`src/rtl/cwps_pkg.sv`:
```
// Shared constants, mode codes and the command word type for the circular well pixel summer.
// No dependencies; every other file but cwps_ram imports this package.
`default_nettype none

package cwps_pkg;

    localparam int WELLS       = 96;
    localparam int COORD_BITS  = 12;
    localparam int PIXEL_BITS  = 16;
    localparam int SUM_BITS    = 48;
    localparam int INDEX_BITS  = 7;
    localparam int MODE_BITS   = 2;
    localparam int RADIUS_BITS = 8;

    localparam int WELL_ADDR_BITS = (WELLS > 1) ? $clog2(WELLS) : 1;
    localparam int RSQ_BITS       = 2 * RADIUS_BITS;
    localparam int DIST_BITS      = 2 * COORD_BITS + 1;
    localparam int QUEUE_DEPTH    = 2;

    localparam logic [RADIUS_BITS-1:0] RADIUS_RESET = RADIUS_BITS'(16);

    // item modes
    localparam logic [MODE_BITS-1:0] MODE_CLEAR = 2'd0;
    localparam logic [MODE_BITS-1:0] MODE_LOAD  = 2'd1;
    localparam logic [MODE_BITS-1:0] MODE_PIXEL = 2'd2;
    localparam logic [MODE_BITS-1:0] MODE_READ  = 2'd3;

    typedef struct packed {
        logic [MODE_BITS-1:0]      op;
        logic                      in_range;
        logic [WELL_ADDR_BITS-1:0] addr;
        logic [INDEX_BITS-1:0]     well;
        logic [COORD_BITS-1:0]     x;
        logic [COORD_BITS-1:0]     y;
        logic [PIXEL_BITS-1:0]     pixel;
    } cwps_cmd_t;

    function automatic logic [WELL_ADDR_BITS-1:0] to_addr(input logic [INDEX_BITS-1:0] idx);
        logic [15:0] wide;
        wide = 16'(idx);
        return wide[WELL_ADDR_BITS-1:0];
    endfunction

endpackage

`default_nettype wire

```
`src/rtl/cwps_front.sv`:
```
// Front end: takes input words, decodes mode and well range, queues commands.
// Depends on cwps_pkg.
`default_nettype none

module cwps_front
    import cwps_pkg::*;
(
    input  wire logic                  clk,
    input  wire logic                  rst_n,
    input  wire logic                  item_valid,
    output logic                       item_ready,
    input  wire logic [MODE_BITS-1:0]  mode,
    input  wire logic [INDEX_BITS-1:0] well_index,
    input  wire logic [COORD_BITS-1:0] x_coord,
    input  wire logic [COORD_BITS-1:0] y_coord,
    input  wire logic [PIXEL_BITS-1:0] pixel_value,
    output logic                       cmd_valid,
    input  wire logic                  cmd_ready,
    output cwps_cmd_t                  cmd
);

    localparam int PTR_BITS = (QUEUE_DEPTH > 1) ? $clog2(QUEUE_DEPTH) : 1;
    localparam int CNT_BITS = $clog2(QUEUE_DEPTH + 1);

    cwps_cmd_t           queue_reg [QUEUE_DEPTH];
    logic [PTR_BITS-1:0] wr_ptr_reg, wr_ptr_next;
    logic [PTR_BITS-1:0] rd_ptr_reg, rd_ptr_next;
    logic [CNT_BITS-1:0] count_reg, count_next;
    cwps_cmd_t           decoded;
    logic                push, pop;

    always_comb
    begin
        decoded.op       = mode;
        decoded.in_range = (int'(well_index) < WELLS);
        decoded.addr     = to_addr(well_index);
        decoded.well     = well_index;
        decoded.x        = x_coord;
        decoded.y        = y_coord;
        decoded.pixel    = pixel_value;
    end

    assign item_ready = (count_reg < CNT_BITS'(QUEUE_DEPTH));
    assign cmd_valid  = (count_reg != '0);
    assign cmd        = queue_reg[rd_ptr_reg];
    assign push       = item_valid && item_ready;
    assign pop        = cmd_valid && cmd_ready;

    always_comb
    begin
        wr_ptr_next = wr_ptr_reg;
        rd_ptr_next = rd_ptr_reg;
        count_next  = count_reg;
        if (push)
        begin
            wr_ptr_next = (wr_ptr_reg == PTR_BITS'(QUEUE_DEPTH - 1)) ? '0 : wr_ptr_reg + 1'b1;
        end
        if (pop)
        begin
            rd_ptr_next = (rd_ptr_reg == PTR_BITS'(QUEUE_DEPTH - 1)) ? '0 : rd_ptr_reg + 1'b1;
        end
        if (push && !pop)
        begin
            count_next = count_reg + 1'b1;
        end
        else if (pop && !push)
        begin
            count_next = count_reg - 1'b1;
        end
    end

    always_ff @(posedge clk or negedge rst_n)
    begin
        if (!rst_n)
        begin
            wr_ptr_reg <= '0;
            rd_ptr_reg <= '0;
            count_reg  <= '0;
        end
        else
        begin
            wr_ptr_reg <= wr_ptr_next;
            rd_ptr_reg <= rd_ptr_next;
            count_reg  <= count_next;
        end
    end

    always_ff @(posedge clk)
    begin
        if (push)
        begin
            queue_reg[wr_ptr_reg] <= decoded;
        end
    end

    a_count_bound: assert property (@(posedge clk) disable iff (!rst_n)
        count_reg <= CNT_BITS'(QUEUE_DEPTH))
        else $error("command queue over-filled");

endmodule

`default_nettype wire

```
`config.mk`:
```
export PLATFORM = sky130hd
export DESIGN_NAME = cwps_front
export DESIGN_NICKNAME = d
export VERILOG_FILES = /design/src/rtl/cwps_pkg.sv /design/src/rtl/cwps_front.sv
export SDC_FILE = /design/constraint.sdc
export NUM_CORES = 1
export LEC_CHECK = 0
export ABC_AREA = 1
export BUFFER_PORTS_ARGS = -buffer_cell sky130_fd_sc_hd__clkbuf_2
export CORE_UTILIZATION = 25
export CTS_CLUSTER_SIZE = 25
export DETAILED_ROUTE_END_ITERATION = 8
export HOLD_SLACK_MARGIN = 0.1
export PLACE_DENSITY = 0.54
export SLEW_MARGIN = 20
export SYNTH_ARGS = -nofsm -noshare
export SYNTH_HDL_FRONTEND = slang
export SYNTH_SLANG_ARGS = --single-unit
```
`constraint.sdc`:
```
create_clock -name clk -period 3.8 [get_ports clk]
set_input_delay 0.38 -clock clk [delete_from_list [all_inputs] [get_ports clk]]
set_output_delay 0.38 -clock clk [all_outputs]
set_load 0.005 [all_outputs]
```
==> Yosys cells after proc, flatten, opt, wreduce, memory -nomap -nowiden <==
Memories as Yosys holds them, arrays and structs flattened.
Cells that the tools add are included.
{ "totals": {"latch_bits": 0, "inputBits": 53, "wordCells": 24, "ram_bits": 114, "out_inout_bits": 59, "mem_count": 1, "reg_bits": 4, "rom_bits": 0} }
{ "memory_table": {"columns": ["name", "depth", "word_bits", "read_ports", "rd_clocked_by_memory_dff", "wr", "line_no", "source"], "rows": [
  ["queue_reg", 2, 57, 1, 0, 1, "cwps_front.sv:25", "cwps_cmd_t queue_reg [QUEUE_DEPTH];"]
]} }
{ "classes": {"n_reduce_logical": 8, "mux": 6, "add_sub_neg": 4, "div": 0, "shifts": 0, "eq_ne": 0, "magnitude_cmp": 2, "mul": 0, "bitwise": 0} }
{ "op_table": {"columns": ["cell", "n"], "rows": [
  ["< comparator 7 bit, second input constant", 1],
  ["logical AND 1 bit", 4],
  ["two-way mux 1 bit", 4],
  ["two-way mux 2 bit", 2],
  ["nonzero test 2 bit", 2],
  ["adder 1 bit, second input constant", 2],
  ["adder 2 x 1 -> 2 bit, second input constant", 1],
  ["logical NOT 1 bit", 2],
  ["< comparator 2 bit, second input constant", 1],
  ["subtractor 2 x 1 -> 2 bit, second input constant", 1]
]} }

==> Depth between registers and ports, before layout <==
Gate-level depths: netlist of the first run.
{ "depth": {"depth_word": 6, "mapped_depth": 9} }

==> Worst setup path before layout of the first run <==
OpenSTA, ideal clock, no wires.
{ "synth_timing": {"path_type": "register -> register", "start": "register count_reg[1]", "end": "memory queue_reg[0][0] (netlist bit) (enable)", "path_buffers": 0, "setup_ns": 0.458, "required_ns": 3.342, "slack_ns": 0.652, "arrival_time_ns": 2.690, "stages_incl_launch_ff": 4, "cell_sequence": "dfrtp_1 > inv_1 > nand2_1 > nor2_1"} }
{ "synth_between": {"elab_chain_cells": 4} }
{ "synth_rtl": {"columns": ["item", "line_no", "source"], "rows": [
  ["start, declared", "cwps_front.sv:28", "logic [CNT_BITS-1:0] count_reg, count_next;"],
  ["start signal, assigned", "cwps_front.sv:84", "count_reg <= count_next;"],
  ["< comparator 2 bit", "cwps_front.sv:43", "assign item_ready = (count_reg < CNT_BITS'(QUEUE_DEPTH));"],
  ["via item_ready", "cwps_front.sv:11", "output logic item_ready,"],
  ["logical AND 1 bit", "cwps_front.sv:46", "assign push = item_valid && item_ready;"],
  ["two-way mux 1 bit", "cwps_front.sv:90", "if (push)"],
  ["two-way mux 1 bit (implied by the code)", "cwps_front.sv:92", "queue_reg[wr_ptr_reg] <= decoded;"],
  ["end, declared", "cwps_front.sv:25", null]
]} }
The timed path passes the listed nets, and every way through them passes these cells.

==> results of run 1 <==
logic make-up (layout without fill, tap and decap cells):
family,count (synthesis),count (layout)
simple gates,165,165
fa+ha+maj,1,1
buf+inv,25,136
flops,104,104
xor+xnor,2,2
worst paths after layout:
kind                                          start  depth (start not counted)                    endpoint  slack [ns]
max                          rd_ptr_reg$_DFFE_PN0P_                          5                     cmd[23]        1.59
min                                     y_coord[11]                          1  queue_reg[1][27]$_DFFE_PP_        0.23
max reg2reg                count_reg[1]$_DFFE_PN0P_                          4  queue_reg[1][50]$_DFFE_PP_        2.02
max in group asynchronous                     rst_n                          2      rd_ptr_reg$_DFFE_PN0P_        3.28
min reg2reg                count_reg[1]$_DFFE_PN0P_                          2    count_reg[1]$_DFFE_PN0P_        0.49
min in group asynchronous                     rst_n                          2      rd_ptr_reg$_DFFE_PN0P_        0.38
routing by layer:
layer,part of all wire,wire length (um)
met3,0.054,410
met1,0.42,3210
met4,0.015,115
met5,0,0
met2,0.51,3830
cell usage in the layout, fill, tap and decap left out, drive strengths merged:
master,synthesis,final
nand2,160,160
clkbuf,0,123
edfxtp,100,100
inv,7,7
dfrtp,4,4
buf,18,3
nor2,2,2
nand3,2,2
clkinv,0,2
xnor2,1,1
xor2,1,1
nand4,1,1
ha,1,1
dlygate4sd3,0,1
area by class of cell:
cell class / count / share of cell area
Clock buffer: 12 / 0.0482
Sequential cell: 104 / 0.633
Clock inverter: 2 / 0.00179
Timing Repair Buffer: 115 / 0.120
Tap cell: 211 / 0.0539
Inverter: 7 / 0.00638
Multi-Input combinational cell: 168 / 0.137
through the flow:
stage               total power [mW]  utilization  hold WS, ns  cells
floorplan                       2.33            -       0.0844    297
global placement                2.72        0.303        0.191    604
detailed placement              2.74        0.303        0.197    604
CTS                             3.55        0.320        0.209    619
global route                    3.73        0.320        0.210    619
finish                          3.45        0.320        0.231    619
where the power goes:
group	switching, mW	total (mW)	internal (mW)
Clock	0.351	0.785	0.434
Combinational	0.697	1.08	0.385
Sequential	0.0553	1.59	1.53
==> reports/metrics.yaml, run 1 <==
synth.area.top_cells: "edfxtp_1 (76%), nand2_1 (15%), dfrtp_1 (2.5%)"
pin_count: 112
largest_reg_flops: 100
cp-start-kind: "flop"
max_freq_mhz: 452
grt_pass1_wl_mm: 11.9
hold_violations: 0
synthXorXnorAreaFrac: 0.00444
synth_top_area_share: 0.761
num_rows: 45
yosys_warnings: 0
syn_inst: 297
fin_worst_skew_ns: 0.00427
cts_tree: "built"
drive_above_1_share: 0.314
die_x_um: 128
finalCritPeriodShare: 0.583
peakVddDrop_v: 0.000292
synth_cell_types: 13
clk_path_buf_depth: 2
synth_mux_area_frac: 0
netlist_top_cells_count: "nand2_1 (160), edfxtp_1 (100), buf_4 (12)"
cts_setup_buffers: 0
fillers: 1595
wl_mm: 7.57
synth_compound_area_frac: 0
hold_buffers: 1
maxCapViolations: 0
synth_adder_area_share: 0.00317
syn_area_mm2: 0.00395
hpwl_mm: 4.70
rsz0062_at_grt: "no"
placed_area_mm2: 0.00465
syn_nets: 351
crit_path_frequent_cell: "nand2_1"
cp_slowest_cell: "buf_4"
status: "finished clean"
cts_resized: 0
clkTransAtPathRegs_ns: 0.06
hold_class: "in2reg"
synth_ff_type: "edfxtp_1"
multiInputGateArea_um2: 669
cts-root-buf: "clkbuf_16"
dr.pass1.iters: 4
top_usage_layer: "met2"
gp_congestion: 0.679
setup_viol: 0
cp_top_family: "buffers and inverters"
numPortBuffers: 111
worst-path-buf-inv: 3
start_util: 0.258
maxSlewHeadroom: 0.527
grt_usage: 0.0985
p_leak_nw: 2.10
cts_sinks: 104
post-route-min-period_ns: 2.21
yosys.area_share.simple: 0.158
dp_slack_ns: 1.85
synthArstFlopShare: 0.0385
synth_edf_count: 100
dieArea_mm2: 0.0163
overflow: 0
vias: 2396
finalSetupTns_ns: 0
seq_area_frac_synth: 0.786
setup_ws_ns: 1.59
crit_path_end_kind: "primary output"
yosysTopAreaCell: "edfxtp_1"
synth-seq-cells: 104
worst-setup-path-type: "reg2out"
final_net_count: 459
grt_use_met3: 0.0352
core_mm2: 0.0153
dieHeight_um: 128
avgSynthCellArea_um2: 13.3
power.density_mw_per_mm2: 705
grt_pass1_vias: 2389
antenna_found_initial: 0
cts_max_level: 3
worst_pin_slew_ns: 0.709
cts_buffers: 9
avgViaCountPerCell: 3.87
met1_usage: 0.112
area_growth_pct: 24.2
wire_per_inst_um: 12.2
arrival_ns: 1.83
drt-initial-drc-count: 104
worstSkewPairLatency_ns: 0.34
fin_area_mm2: 0.00490
crit_fanout: 52
slowest_delay_ns: 0.49
maxSlewViolCount: 0
drc: 0
diodes: 0
grt_max_degree: 53
grt_util_met2: 0.169
worstPathRequired_ns: 3.42
yosysMostFrequentCell: "nand2_1"
seqCellArea_mm2: 0.00310
synth_top_family_by_area: "simple AND/OR/NAND/NOR gates"
drt.antenna.violating_nets: 0
path_cells: "buf_4 > inv_6 > nand2_1 > nand2_1 > clkbuf_2"
Note: power is estimated with default switching activity, not from simulation.
==> run 2, diff against run 1 <==
==> constraint.sdc (replaced) <==
create_clock -name clk -period 2.2 [get_ports clk]
set_input_delay 0.22 -clock clk [delete_from_list [all_inputs] [get_ports clk]]
set_output_delay 0.22 -clock clk [all_outputs]
set_load 0.005 [all_outputs]
==> run 2 against run 1 <==
  * Critical path depth fell by 1
  * Clock skew rose by 0.0034 ns
  * Via count grew 9.6%
  * First-iteration DRC count decreased by 13%
  * Worst setup slack lost 1.1 ns
  * Global-route usage grew 1.2 points
  * Register-to-register slack worse by 1.3 ns
  * Utilization up 3.9 points
  * Largest cell class unchanged
  * Critical path type unchanged
==> reports/metrics.yaml, run 2 (synthesis gave the netlist of run 1 again) <==
status: "finished clean"  # unchanged
max_freq_mhz: 590
wl_mm: 8.59  # was 7.57 mm
grt_max_degree: 52  # was 53
clkTransAtPathRegs_ns: 0.07  # was 0.06 ns
maxSlewHeadroom: 0.711  # was 0.527
post-route-min-period_ns: 1.70
pin_count: 112  # unchanged
wire_per_inst_um: 12.7  # was 12.2 um
drc: 0  # unchanged
cts_resized: 0  # unchanged
dp_slack_ns: 0.748  # was 1.85 ns
final_common_cell: "nand2_1"  # unchanged
hold_violations: 0  # unchanged
dieArea_mm2: 0.0163  # unchanged
worst-setup-path-type: "reg2out"  # unchanged
reg2reg_depth: 8  # was 4
maxSlewViolCount: 0  # unchanged
fin_worst_skew_ns: 0.00769  # was 0.00427 ns
avgViaCountPerCell: 3.90  # was 3.87
setup_viol: 0  # unchanged
drt.antenna.violating_nets: 0  # unchanged
fillers: 1541  # was 1595
final_net_count: 512  # was 459
fin_cells: 674  # was 619
cts_buffers: 9  # unchanged
diodes: 0  # unchanged
crit_fanout: 51  # was 52
cts_max_level: 3  # unchanged
fin_area_mm2: 0.00549  # was 0.00490 mm^2
crit_path_end_kind: "primary output"  # unchanged
p_leak_nw: 2.35  # was 2.10 nW
largest_reg_flops: 100  # unchanged
hpwl_mm: 5.11  # was 4.70 mm
drt-initial-drc-count: 90  # was 104
dp_cells: 607  # was 604
final_cell_mix: "nand2_1 (160), clkbuf_2 (111), edfxtp_1 (100)"  # unchanged
worstSkewPairLatency_ns: 0.35  # was 0.34 ns
setup_ws_ns: 0.504  # was 1.59 ns
num_rows: 45  # unchanged
overflow: 0  # unchanged
cts_sinks: 104  # unchanged
grt_pass1_vias: 2582  # was 2389
core_mm2: 0.0153  # unchanged
numPortBuffers: 111  # unchanged
power.density_mw_per_mm2: 1150  # was 705 mW/mm^2
grt_pass1_wl_mm: 13.2  # was 11.9 mm
antenna_found_initial: 0  # unchanged
hold_ws_ns: 0.215  # was 0.231 ns
drive_above_1_share: 0.292  # was 0.314
cts-root-buf: "clkbuf_16"  # unchanged
hold_class: "in2async"  # was in2reg
rsz0062_at_grt: "no"  # unchanged
peakVddDrop_v: 0.000469  # was 0.000292 V
finalSetupTns_ns: 0  # unchanged
gp_congestion: 0.691  # was 0.679
die_x_um: 128  # unchanged
cts_tree: "built"  # unchanged
dr.pass1.iters: 4  # unchanged
finalCritPeriodShare: 0.771
maxCapViolations: 0  # unchanged
dieHeight_um: 128  # unchanged
grt_usage: 0.110  # was 0.0985
worst_pin_slew_ns: 0.433  # was 0.709 ns
arrival_ns: 1.48  # was 1.83 ns
start_util: 0.258  # unchanged
worstPathRequired_ns: 1.98  # was 3.42 ns
area_growth_pct: 39.2  # was 24.2%
placed_area_mm2: 0.00469  # was 0.00465 mm^2
cp-start-kind: "flop"  # unchanged
clk_path_buf_depth: 2  # unchanged
vias: 2627  # was 2396
## run 2: cell count changes in the layout (fill, tap and decap cells not counted)
cell,before,now
dlygate4sd3_1,1,51
clkbuf_1,3,0
buf_12,0,2
clkinvlp_4,0,2
buf_4,3,4
bufinv_16,0,1
clkinv_1,1,2
clkinv_2,1,2
## run 2: final timing paths
check	from	end	slack, ns
max in group asynchronous	rst_n	rd_ptr_reg$_DFFE_PN0P_	1.83
min in group clk	item_valid	wr_ptr_reg$_DFFE_PN0P_	0.32
min	rst_n	count_reg[1]$_DFFE_PN0P_	0.22
min reg2reg	count_reg[1]$_DFFE_PN0P_	count_reg[1]$_DFFE_PN0P_	0.48
max	rd_ptr_reg$_DFFE_PN0P_	cmd[49]	0.50
max reg2reg	count_reg[1]$_DFFE_PN0P_	count_reg[1]$_DFFE_PN0P_	0.72
## run 2: timing repair
action	CTS	global route
hold buffers	51	0
buffers inserted	0	0
hold endpoints to repair	103	0
endpoints found under the setup margin	0	0
## run 2: power by group
part | switching, mW | internal, mW
Clock | 0.688 | 0.870
Sequential | 0.106 | 2.64
Combinational | 1.27 | 0.777
Total | 2.06 | 4.28
## run 2: cell type report
| cell class | instances | area [um^2] | share of cell area |
|---|---|---|---|
| flip-flops and latches | 104 | 3100 | 0.565 |
| inverters | 7 | 31.3 | 0.00569 |
| well taps | 211 | 264 | 0.0481 |
| repair buffers | 168 | 1140 | 0.207 |
| multi-input cells | 168 | 669 | 0.122 |
| clock buffers | 9 | 225 | 0.0410 |
| clock inverters | 7 | 62.6 | 0.0114 |
## run 2: stage by stage
| step | total power, mW | utilization |
|---|---|---|
| after global placement | 4.80 | 0.307 |
| final | 6.34 | 0.359 |
| after global routing | 6.80 | 0.359 |
| after floorplan | 4.02 | - |
| after CTS | 6.47 | 0.359 |
| after detailed placement | 4.82 | 0.307 |
## run 2: worst max-delay path, stage by stage (launching register included)
cell and delay [ns]:
dfrtp_2 0.44, inv_6 0.34, nand2_1 0.10, nand2_1 0.11, clkbuf_2 0.12
## run 2: per-layer routing
| metal | part of all wire | track usage | wire length (um) |
|---|---|---|---|
| met1 | 0.45 | 0.133 | 3900 |
| met2 | 0.47 | 0.179 | 4060 |
| met3 | 0.056 | 0.0360 | 480 |
| met4 | 0.019 | 0.0505 | 159 |
| met5 | 0 | 0 | 0 |
